--- src/rtl/hrv_pkg.sv ---
`timescale 1ns / 1ps
`default_nettype none

package hrv_pkg;

    // Field widths
    localparam int unsigned IV_W     = 12;
    localparam int unsigned SQ_W     = 2 * IV_W;
    localparam int unsigned SUM_W    = 36;
    localparam int unsigned KEPT_W   = 13;
    localparam int unsigned RMSSD_W  = 16;
    localparam int unsigned STATUS_W = 2;
    localparam int unsigned CFG_W    = 12;
    localparam int unsigned CFG_A_W  = 1;

    // sum * 256 gives Q.4 after the root
    localparam int unsigned FRAC_SH  = 8;
    localparam int unsigned QUO_W    = SUM_W + FRAC_SH;
    localparam int unsigned ROOT_W   = QUO_W / 2;

    localparam int unsigned MAX_INTERVALS_DEF = 4096;

    localparam logic [CFG_W-1:0] MIN_IV_RESET = CFG_W'(300);
    localparam logic [CFG_W-1:0] MAX_IV_RESET = CFG_W'(2000);
    localparam int unsigned      MIN_KEPT     = 3;

    localparam logic [CFG_A_W-1:0] CFG_MIN_IDX = 1'b0;
    localparam logic [CFG_A_W-1:0] CFG_MAX_IDX = 1'b1;

    localparam logic [STATUS_W-1:0] STATUS_VALID    = 2'd0;
    localparam logic [STATUS_W-1:0] STATUS_FEW      = 2'd1;
    localparam logic [STATUS_W-1:0] STATUS_OVERFLOW = 2'd2;

    // Sequencer strobes into the window accumulator
    typedef struct packed {
        logic load;
        logic square;
        logic add;
        logic clear;
    } acc_ctrl_t;

endpackage

`default_nettype wire

--- src/rtl/hrv_accum.sv ---
`timescale 1ns / 1ps
`default_nettype none

module hrv_accum
    import hrv_pkg::*;
#(
    parameter int unsigned MAX_INTERVALS = MAX_INTERVALS_DEF,
    parameter int unsigned CNT_W         = $clog2(MAX_INTERVALS + 2)
)
(
    input  wire logic             clk,
    input  wire logic             rst_n,
    input  wire acc_ctrl_t        ctrl,
    input  wire logic [IV_W-1:0]  interval_ms,
    input  wire logic [CFG_W-1:0] min_iv,
    input  wire logic [CFG_W-1:0] max_iv,
    output logic [CNT_W-1:0]      kept,
    output logic [SUM_W-1:0]      sum,
    output logic                  overflowed
);

    logic [IV_W-1:0]  iv_reg;
    logic [SQ_W-1:0]  sq_reg;
    logic             in_range_reg;
    logic [IV_W-1:0]  prev_reg;
    logic             have_prev_reg;
    logic [CNT_W-1:0] kept_reg;
    logic [SUM_W-1:0] sum_reg;
    logic             ovf_reg;
    logic             add_pend_reg;

    logic [IV_W-1:0]  diff;
    logic [SUM_W:0]   sum_ext;

    assign diff    = (iv_reg >= prev_reg) ? (iv_reg - prev_reg) : (prev_reg - iv_reg);
    assign sum_ext = {1'b0, sum_reg} + (SUM_W + 1)'(sq_reg);

    always_ff @(posedge clk)
    begin
        if (ctrl.load)
        begin
            iv_reg <= interval_ms;
        end
        if (ctrl.square)
        begin
            sq_reg <= diff * diff;
        end
    end

    always_ff @(posedge clk or negedge rst_n)
    begin
        if (!rst_n)
        begin
            in_range_reg  <= 1'b0;
            prev_reg      <= '0;
            have_prev_reg <= 1'b0;
            kept_reg      <= '0;
            sum_reg       <= '0;
            ovf_reg       <= 1'b0;
            add_pend_reg  <= 1'b0;
        end
        else
        begin
            priority if (ctrl.clear)
            begin
                prev_reg      <= '0;
                have_prev_reg <= 1'b0;
                kept_reg      <= '0;
                sum_reg       <= '0;
                ovf_reg       <= 1'b0;
                add_pend_reg  <= 1'b0;
            end
            else if (ctrl.load)
            begin
                in_range_reg <= (interval_ms >= min_iv) && (interval_ms <= max_iv);
            end
            else if (ctrl.square)
            begin
                add_pend_reg <= 1'b0;
                if (in_range_reg && !ovf_reg)
                begin
                    kept_reg <= kept_reg + CNT_W'(1);
                    if (kept_reg == CNT_W'(MAX_INTERVALS))
                    begin
                        // count stops at MAX_INTERVALS + 1, window frozen
                        ovf_reg <= 1'b1;
                    end
                    else
                    begin
                        add_pend_reg  <= have_prev_reg;
                        prev_reg      <= iv_reg;
                        have_prev_reg <= 1'b1;
                    end
                end
            end
            else if (ctrl.add)
            begin
                if (add_pend_reg)
                begin
                    sum_reg <= sum_ext[SUM_W] ? {SUM_W{1'b1}} : sum_ext[SUM_W-1:0];
                end
                add_pend_reg <= 1'b0;
            end
        end
    end

    assign kept       = kept_reg;
    assign sum        = sum_reg;
    assign overflowed = ovf_reg;

endmodule

`default_nettype wire

--- src/rtl/hrv_divsqrt.sv ---
`timescale 1ns / 1ps
`default_nettype none

// Restoring divide of (sum << 8) by the divisor, then a bit-pair square root of
// the quotient. Both phases share one subtractor and the quotient shift register.
module hrv_divsqrt
    import hrv_pkg::*;
#(
    parameter int unsigned CNT_W = $clog2(MAX_INTERVALS_DEF + 2)
)
(
    input  wire logic               clk,
    input  wire logic               rst_n,
    input  wire logic               go,
    input  wire logic [SUM_W-1:0]   dividend,
    input  wire logic [CNT_W-1:0]   divisor,
    output logic                    done,
    output logic [RMSSD_W-1:0]      root
);

    localparam int unsigned DIV_SUB_W = CNT_W + 1;
    localparam int unsigned SQ_SUB_W  = ROOT_W + 2;
    localparam int unsigned SUB_W     = (DIV_SUB_W > SQ_SUB_W) ? DIV_SUB_W : SQ_SUB_W;
    localparam int unsigned STEP_W    = $clog2(QUO_W + 1);

    typedef enum logic [1:0] {
        R_IDLE,
        R_DIV,
        R_SQRT
    } rstate_t;

    rstate_t            state_reg;
    logic [QUO_W-1:0]   q_reg;
    logic [SUB_W-1:0]   rem_reg;
    logic [CNT_W-1:0]   dsr_reg;
    logic [ROOT_W-1:0]  root_reg;
    logic [STEP_W-1:0]  step_reg;
    logic               done_reg;

    logic [SUB_W-1:0]   a_op;
    logic [SUB_W-1:0]   b_op;
    logic [SUB_W:0]     diff;
    logic               fits;

    always_comb
    begin
        if (state_reg == R_SQRT)
        begin
            a_op = SUB_W'({rem_reg[ROOT_W-1:0], q_reg[QUO_W-1:QUO_W-2]});
            b_op = SUB_W'({root_reg, 2'b01});
        end
        else
        begin
            a_op = SUB_W'({rem_reg[CNT_W-1:0], q_reg[QUO_W-1]});
            b_op = SUB_W'(dsr_reg);
        end
    end

    // the shared unit
    assign diff = {1'b0, a_op} - {1'b0, b_op};
    assign fits = !diff[SUB_W];

    always_ff @(posedge clk)
    begin
        priority if (go && state_reg == R_IDLE)
        begin
            q_reg   <= {dividend, {FRAC_SH{1'b0}}};
            dsr_reg <= divisor;
        end
        else if (state_reg == R_DIV)
        begin
            q_reg <= {q_reg[QUO_W-2:0], fits};
        end
        else if (state_reg == R_SQRT)
        begin
            q_reg <= {q_reg[QUO_W-3:0], 2'b00};
        end
    end

    always_ff @(posedge clk or negedge rst_n)
    begin
        if (!rst_n)
        begin
            state_reg <= R_IDLE;
            rem_reg   <= '0;
            root_reg  <= '0;
            step_reg  <= '0;
            done_reg  <= 1'b0;
        end
        else
        begin
            unique case (state_reg)
                R_IDLE:
                begin
                    done_reg <= 1'b0;
                    if (go)
                    begin
                        rem_reg   <= '0;
                        step_reg  <= '0;
                        state_reg <= R_DIV;
                    end
                end
                R_DIV:
                begin
                    done_reg <= 1'b0;
                    if (step_reg == STEP_W'(QUO_W - 1))
                    begin
                        rem_reg   <= '0;
                        root_reg  <= '0;
                        step_reg  <= '0;
                        state_reg <= R_SQRT;
                    end
                    else
                    begin
                        rem_reg  <= fits ? diff[SUB_W-1:0] : a_op;
                        step_reg <= step_reg + STEP_W'(1);
                    end
                end
                R_SQRT:
                begin
                    rem_reg  <= fits ? diff[SUB_W-1:0] : a_op;
                    root_reg <= {root_reg[ROOT_W-2:0], fits};
                    step_reg <= step_reg + STEP_W'(1);
                    done_reg <= (step_reg == STEP_W'(ROOT_W - 1));
                    if (step_reg == STEP_W'(ROOT_W - 1))
                    begin
                        state_reg <= R_IDLE;
                    end
                end
                default:
                begin
                    done_reg  <= 1'b0;
                    state_reg <= R_IDLE;
                end
            endcase
        end
    end

    assign done = done_reg;
    assign root = (root_reg > ROOT_W'({RMSSD_W{1'b1}})) ? {RMSSD_W{1'b1}}
                                                       : root_reg[RMSSD_W-1:0];

endmodule

`default_nettype wire

--- src/rtl/hrv_rmssd_window_unit.sv ---
`timescale 1ns / 1ps
`default_nettype none

// Channel   Handshake          Ports
// -------   ---------          -----
// item in   start & !busy      interval_ms[11:0], window_end
// result    done (1 cycle)     rmssd_q4[15:0], status[1:0], kept_count[12:0]
// config    cfg_we             cfg_addr[0], cfg_data[11:0]
//
// An item that does not end a window keeps busy high through S_SQ and S_ADD after accept.
// A window end with an error status strobes done from S_EVAL; a valid one waits in
// S_ROOT for 44 divide steps and 22 root steps, one per cycle on
// the single shared subtractor in hrv_divsqrt.
// Reset gives min 300 ms, max 2000 ms and an empty window. There is no clearing pass.
// done is a one-cycle strobe; the receiver has no way to stall it.
module hrv_rmssd_window_unit
    import hrv_pkg::*;
#(
    parameter int unsigned MAX_INTERVALS = MAX_INTERVALS_DEF
)
(
    input  wire logic                  clk,
    input  wire logic                  rst_n,
    input  wire logic                  start,
    output logic                       busy,
    input  wire logic [IV_W-1:0]       interval_ms,
    input  wire logic                  window_end,
    output logic                       done,
    output logic [RMSSD_W-1:0]         rmssd_q4,
    output logic [STATUS_W-1:0]        status,
    output logic [KEPT_W-1:0]          kept_count,
    input  wire logic                  cfg_we,
    input  wire logic [CFG_A_W-1:0]    cfg_addr,
    input  wire logic [CFG_W-1:0]      cfg_data
);

    localparam int unsigned CNT_W = $clog2(MAX_INTERVALS + 2);

    typedef enum logic [2:0] {
        S_IDLE,
        S_SQ,
        S_ADD,
        S_EVAL,
        S_ROOT
    } state_t;

    state_t               state_reg;
    logic                 win_end_reg;
    logic [CFG_W-1:0]     min_reg;
    logic [CFG_W-1:0]     max_reg;
    logic                 done_reg;
    logic [RMSSD_W-1:0]   rmssd_reg;
    logic [STATUS_W-1:0]  status_reg;
    logic [KEPT_W-1:0]    kept_out_reg;

    logic                 accept;
    acc_ctrl_t            acc_ctrl;
    logic [CNT_W-1:0]     kept;
    logic [SUM_W-1:0]     sum;
    logic                 overflowed;
    logic                 root_go;
    logic                 root_done;
    logic [RMSSD_W-1:0]   root;
    logic [31:0]          kept_wide;
    logic [KEPT_W-1:0]    kept_sat;

    assign busy   = (state_reg != S_IDLE);
    assign accept = start && !busy;

    assign acc_ctrl.load   = accept;
    assign acc_ctrl.square = (state_reg == S_SQ);
    assign acc_ctrl.add    = (state_reg == S_ADD);
    assign acc_ctrl.clear  = (state_reg == S_EVAL);

    assign root_go = (state_reg == S_EVAL) && !overflowed && (kept >= CNT_W'(MIN_KEPT));

    assign kept_wide = 32'(kept);
    assign kept_sat  = (kept_wide > 32'({KEPT_W{1'b1}})) ? {KEPT_W{1'b1}}
                                                         : kept_wide[KEPT_W-1:0];

    hrv_accum #(
        .MAX_INTERVALS (MAX_INTERVALS),
        .CNT_W         (CNT_W)
    ) u_accum (
        .clk         (clk),
        .rst_n       (rst_n),
        .ctrl        (acc_ctrl),
        .interval_ms (interval_ms),
        .min_iv      (min_reg),
        .max_iv      (max_reg),
        .kept        (kept),
        .sum         (sum),
        .overflowed  (overflowed)
    );

    hrv_divsqrt #(
        .CNT_W (CNT_W)
    ) u_divsqrt (
        .clk      (clk),
        .rst_n    (rst_n),
        .go       (root_go),
        .dividend (sum),
        .divisor  (kept - CNT_W'(1)),
        .done     (root_done),
        .root     (root)
    );

    always_ff @(posedge clk or negedge rst_n)
    begin
        if (!rst_n)
        begin
            min_reg <= MIN_IV_RESET;
            max_reg <= MAX_IV_RESET;
        end
        else if (cfg_we)
        begin
            unique case (cfg_addr)
                CFG_MIN_IDX: min_reg <= cfg_data;
                CFG_MAX_IDX: max_reg <= cfg_data;
                default:     ;
            endcase
        end
    end

    always_ff @(posedge clk or negedge rst_n)
    begin
        if (!rst_n)
        begin
            state_reg    <= S_IDLE;
            win_end_reg  <= 1'b0;
            done_reg     <= 1'b0;
            rmssd_reg    <= '0;
            status_reg   <= STATUS_VALID;
            kept_out_reg <= '0;
        end
        else
        begin
            unique case (state_reg)
                S_IDLE:
                begin
                    done_reg <= 1'b0;
                    if (accept)
                    begin
                        win_end_reg <= window_end;
                        state_reg   <= S_SQ;
                    end
                end
                S_SQ:
                begin
                    done_reg  <= 1'b0;
                    state_reg <= S_ADD;
                end
                S_ADD:
                begin
                    done_reg  <= 1'b0;
                    state_reg <= win_end_reg ? S_EVAL : S_IDLE;
                end
                S_EVAL:
                begin
                    kept_out_reg <= kept_sat;
                    rmssd_reg    <= '0;
                    priority if (overflowed)
                    begin
                        status_reg <= STATUS_OVERFLOW;
                        done_reg   <= 1'b1;
                        state_reg  <= S_IDLE;
                    end
                    else if (kept < CNT_W'(MIN_KEPT))
                    begin
                        status_reg <= STATUS_FEW;
                        done_reg   <= 1'b1;
                        state_reg  <= S_IDLE;
                    end
                    else
                    begin
                        status_reg <= STATUS_VALID;
                        done_reg   <= 1'b0;
                        state_reg  <= S_ROOT;
                    end
                end
                S_ROOT:
                begin
                    done_reg <= root_done;
                    if (root_done)
                    begin
                        rmssd_reg <= root;
                        state_reg <= S_IDLE;
                    end
                end
                default:
                begin
                    done_reg  <= 1'b0;
                    state_reg <= S_IDLE;
                end
            endcase
        end
    end

    assign done       = done_reg;
    assign rmssd_q4   = rmssd_reg;
    assign status     = status_reg;
    assign kept_count = kept_out_reg;

    // an error result never carries a value
    a_err_zero: assert property (@(posedge clk) disable iff (!rst_n)
        (done && status != STATUS_VALID) |-> (rmssd_q4 == '0))
        else $error("error result with nonzero rmssd");

    // a result strobe lasts one cycle
    a_done_pulse: assert property (@(posedge clk) disable iff (!rst_n)
        done |=> !done)
        else $error("done held longer than one cycle");

    // results come out only once the block has gone idle
    a_done_idle: assert property (@(posedge clk) disable iff (!rst_n)
        done |-> !busy)
        else $error("done while busy");

    // an overflowed window always reports its saturated count
    a_ovf_count: assert property (@(posedge clk) disable iff (!rst_n)
        (done && status == STATUS_OVERFLOW) |-> (kept_count != '0))
        else $error("overflow with empty count");

    // the window is empty right after a result is formed
    a_clear: assert property (@(posedge clk) disable iff (!rst_n)
        (state_reg == S_EVAL) |=> (kept == '0 && sum == '0 && !overflowed))
        else $error("window not cleared");

endmodule

`default_nettype wire
--- config.mk ---
export PLATFORM = sky130hd
export DESIGN_NAME = hrv_rmssd_window_unit
export DESIGN_NICKNAME = d
export VERILOG_FILES = /design/src/rtl/hrv_pkg.sv /design/src/rtl/hrv_accum.sv /design/src/rtl/hrv_divsqrt.sv /design/src/rtl/hrv_rmssd_window_unit.sv
export SDC_FILE = /design/constraint.sdc
export NUM_CORES = 1
export LEC_CHECK = 0
export ABC_CLOCK_PERIOD_IN_PS = 12900
export BUFFER_PORTS_ARGS = -buffer_cell sky130_fd_sc_hd__buf_2
export CAP_MARGIN = 5
export CORE_UTILIZATION = 35
export CTS_BUF_LIST = sky130_fd_sc_hd__clkbuf_2 sky130_fd_sc_hd__clkbuf_4 sky130_fd_sc_hd__clkbuf_8
export DETAILED_ROUTE_END_ITERATION = 8
export RECOVER_POWER = 50
export SETUP_SLACK_MARGIN = 0.02
export SLEW_MARGIN = 0
export SYNTH_ARGS = -nofsm -noshare
export SYNTH_HDL_FRONTEND = slang
export SYNTH_SLANG_ARGS = --single-unit
export TNS_END_PERCENT = 50
--- constraint.sdc ---
create_clock -name clk -period 12.9 [get_ports clk]
set_input_delay 0 -clock clk [delete_from_list [all_inputs] [get_ports clk]]
set_output_delay 0 -clock clk [all_outputs]
set_load 0.1 [all_outputs]
==> results.yml <==
floorplanning:
  floorplan.rows: 85
  coreArea_um2: 54200
  die_w_um: 237
  initial_core_util: 0.357
  die-area_um2: 56300
  pin_count: 63
  die_y_um: 237
yosys:
  synth_top_cell_by_area: "dfrtp_1"
  synth_top_area_share: 0.217
  synthMuxAreaShare: 0.0578
  synth.most_common_cell: "nand2_1"
  yosys.area_share.adder: 0.193
  ys_warn_count: 0
  yosys-top-cells-area: "dfrtp_1 22%, edfxtp_1 13%, ha_1 11%"
  synth.cell_area_um2: 19400
  synth_top_family_by_area: "adder cells"
  synthXorXnorAreaFrac: 0.0408
  syn_inst: 2009
  synth_edf_count: 84
  async_reset_ff_frac: 0.659
  syn-num-nets: 2287
  ys_dominant_reg_cell: "dfrtp_1"
  ys_types: 86
  ys_ff_latch: 270
  synth_common_cells: "227 x nand2_1, 217 x inv_1, 168 x dfrtp_1"
  yosys.area_share.simple: 0.133
  ys_seq_area_frac: 0.369
  syn_avg_cell_area_um2: 9.64
  synth_compound_area_frac: 0.147
worst_setup_path:
  crit_required_ps: 13260
  slowest_stage: "xnor2_1"
  end_kind: "flop"
  critPathArrivalTime_ps: 9360
  ff2ff_setup_slack_ps: 3900
  worst-setup-path-type: "reg -> reg"
  slowest_delay_ps: 650
  critical_path.max_fanout: 15
  path_buf_inv: 7
  crit_family: "adder cells"
  startpoint_type: "flop"
sta:
  fin_setup_tns_ps: 0
  rsz0062_at_grt: "no"
  min_period_ps: 9000
  finClkSkew_ps: 54.3
  relSlewSlack: -1.66
  hold_violations: 0
  fmax_mhz: 111
  worst_pin_slew_ps: 3990
  slew_viol_final: 270
  final.period_utilization: 0.698
  setup_violations: 0
clock_tree:
  cts_sinks: 270
  root_buffer: "clkbuf_8"
  htreeDepth: 2
  post_cts_resized: 0
  cts_setup_buffers: 0
  cts_buffers: 51
  clk_pin_slew_ps: 60
  cts_max_path_buffers: 3
  cts_hold_buf: 52
  cts_tree: "yes"
  insertion_delay_ps: 640
final_layout:
  largest_register_ffs: 44
  drive_gt1_frac: 0.0858
  area_delta_synth_final_pct: 13.1
  fin_nets: 2391
drt:
  vias_per_cell: 5.05
  drt_first_iter_violations: 851
  final_antenna_net_count: 0
  wl_per_cell_um: 14.9
  drt_first_pass_iters: 5
  drc: 0
  num_vias: 14422
  wl_um: 42600
job:
  maxCapViolations: 5
global_route:
  antenna_found_initial: 2
  grt_pass1_vias: 14817
  grt_pass1_wl_um: 72700
  globalRoute.totalOverflow: 0
  grt_use_total: 0.155
  grt_max_degree: 94
worst_hold_path:
  hold_class: "in -> reg"
placed_design:
  port_buffers: 62
  hpwl_um: 30900
  routabilityCongestion: 0.868
status:
  status: "finished, violations left"
  failed_checks: "max-capacitance violations, max-slew violations"
==> cells by family (layout without fill, tap and decap cells) <==
logic type               count (synthesis)  count (layout)
AND/OR/NAND/NOR                        561             561
other                                    0               2
flip-flops                             270             270
multiplexers                           107             107
XOR/XNOR                                87              87
AO/OA/AOI/OAI                          435             435
buffers and inverters                  301             448
adder cells (fa/ha/maj)                248             248
==> routing by layer <==
| layer | global-route usage | vias to the layer above | routed length (µm) |
|---|---|---|---|
| met1 | 0.205 | 6979 | 20000 |
| li1 | - | 7146 | - |
| met2 | 0.260 | 233 | 20000 |
| met4 | 0.0465 | 0 | 925 |
| met5 | 0 | - | 0 |
| met3 | 0.0239 | 64 | 1670 |
==> through the flow <==
step                      setup WS (ps)  hold slack [ps]  instances  utilization  cell area (µm²)
final                              3900              194       2854        0.404            21900
after detailed placement           3980            -7.76       2704        0.375            20400
after CTS                          3950              114       2852        0.406            22000
after floorplan                    4940             -296       2009            -            19400
after global placement             4130            -13.9       2704        0.375            20400
after global routing               3430              177       2854        0.404            21900
==> path summary, 6_finish.rpt <==
path                                              startpoint  cells after the start                                to
setup reg to reg                 u_accum.iv_reg[0]$_DFFE_PP_                     29      u_accum.sq_reg[23]$_DFFE_PP_
hold reg to reg            u_accum.have_prev_reg$_DFFE_PN0P_                      2  u_accum.add_pend_reg$_DFFE_PN0P_
max in group asynchronous                              rst_n                      5  u_divsqrt.rem_reg[6]$_DFFE_PN0P_
min in group asynchronous                              rst_n                      3            max_reg[8]$_DFFE_PN1P_
setup / recovery                 u_accum.iv_reg[0]$_DFFE_PP_                     29      u_accum.sq_reg[23]$_DFFE_PP_
hold / removal                                   cfg_data[5]                      3            max_reg[5]$_DFFE_PN0P_
==> cell type report <==
class	instances	area [µm²]
clock inverters	17	160
well taps	696	871
flip-flops and latches	270	7150
diodes	2	5.00
inverters	223	837
clock buffers	79	968
multi-input cells	1438	11100
fillers	5372	32300
repair buffers	129	847
==> placed cells by master, fill, tap and decap left out, types with 17 or more instances in the layout <==
cell type	count
clkbuf_4	19
dfrtp_1	168
and2_1	22
mux2_2	30
a21oi_1	84
fa_1	85
nand2b_1	22
nand3_1	25
nand4_1	18
xnor2_1	53
o21ai_0	146
inv_1	217
dlygate4sd3_1	51
clkbuf_1	61
nand2_1	227
mux2i_1	74
edfxtp_1	84
a21o_1	39
nor3_1	17
nor2_1	147
ha_1	161
xor2_1	31
clkbuf_8	60
a22o_1	37
==> worst reg2reg max path: cells and delay by family (launching register included) <==
kind / cells / cell delay [ps]
adder cells (fa/ha/maj): 8 / 3550
XOR/XNOR: 2 / 1000
multiplexers: 1 / 160
AND/OR/NAND/NOR: 2 / 370
buffers and inverters: 7 / 890
AO/OA/AOI/OAI: 9 / 2360
flip-flops: 1 / 420
Power is not shown: default switching activity piles up to over one toggle a cycle in this logic, so the estimate is an artifact.
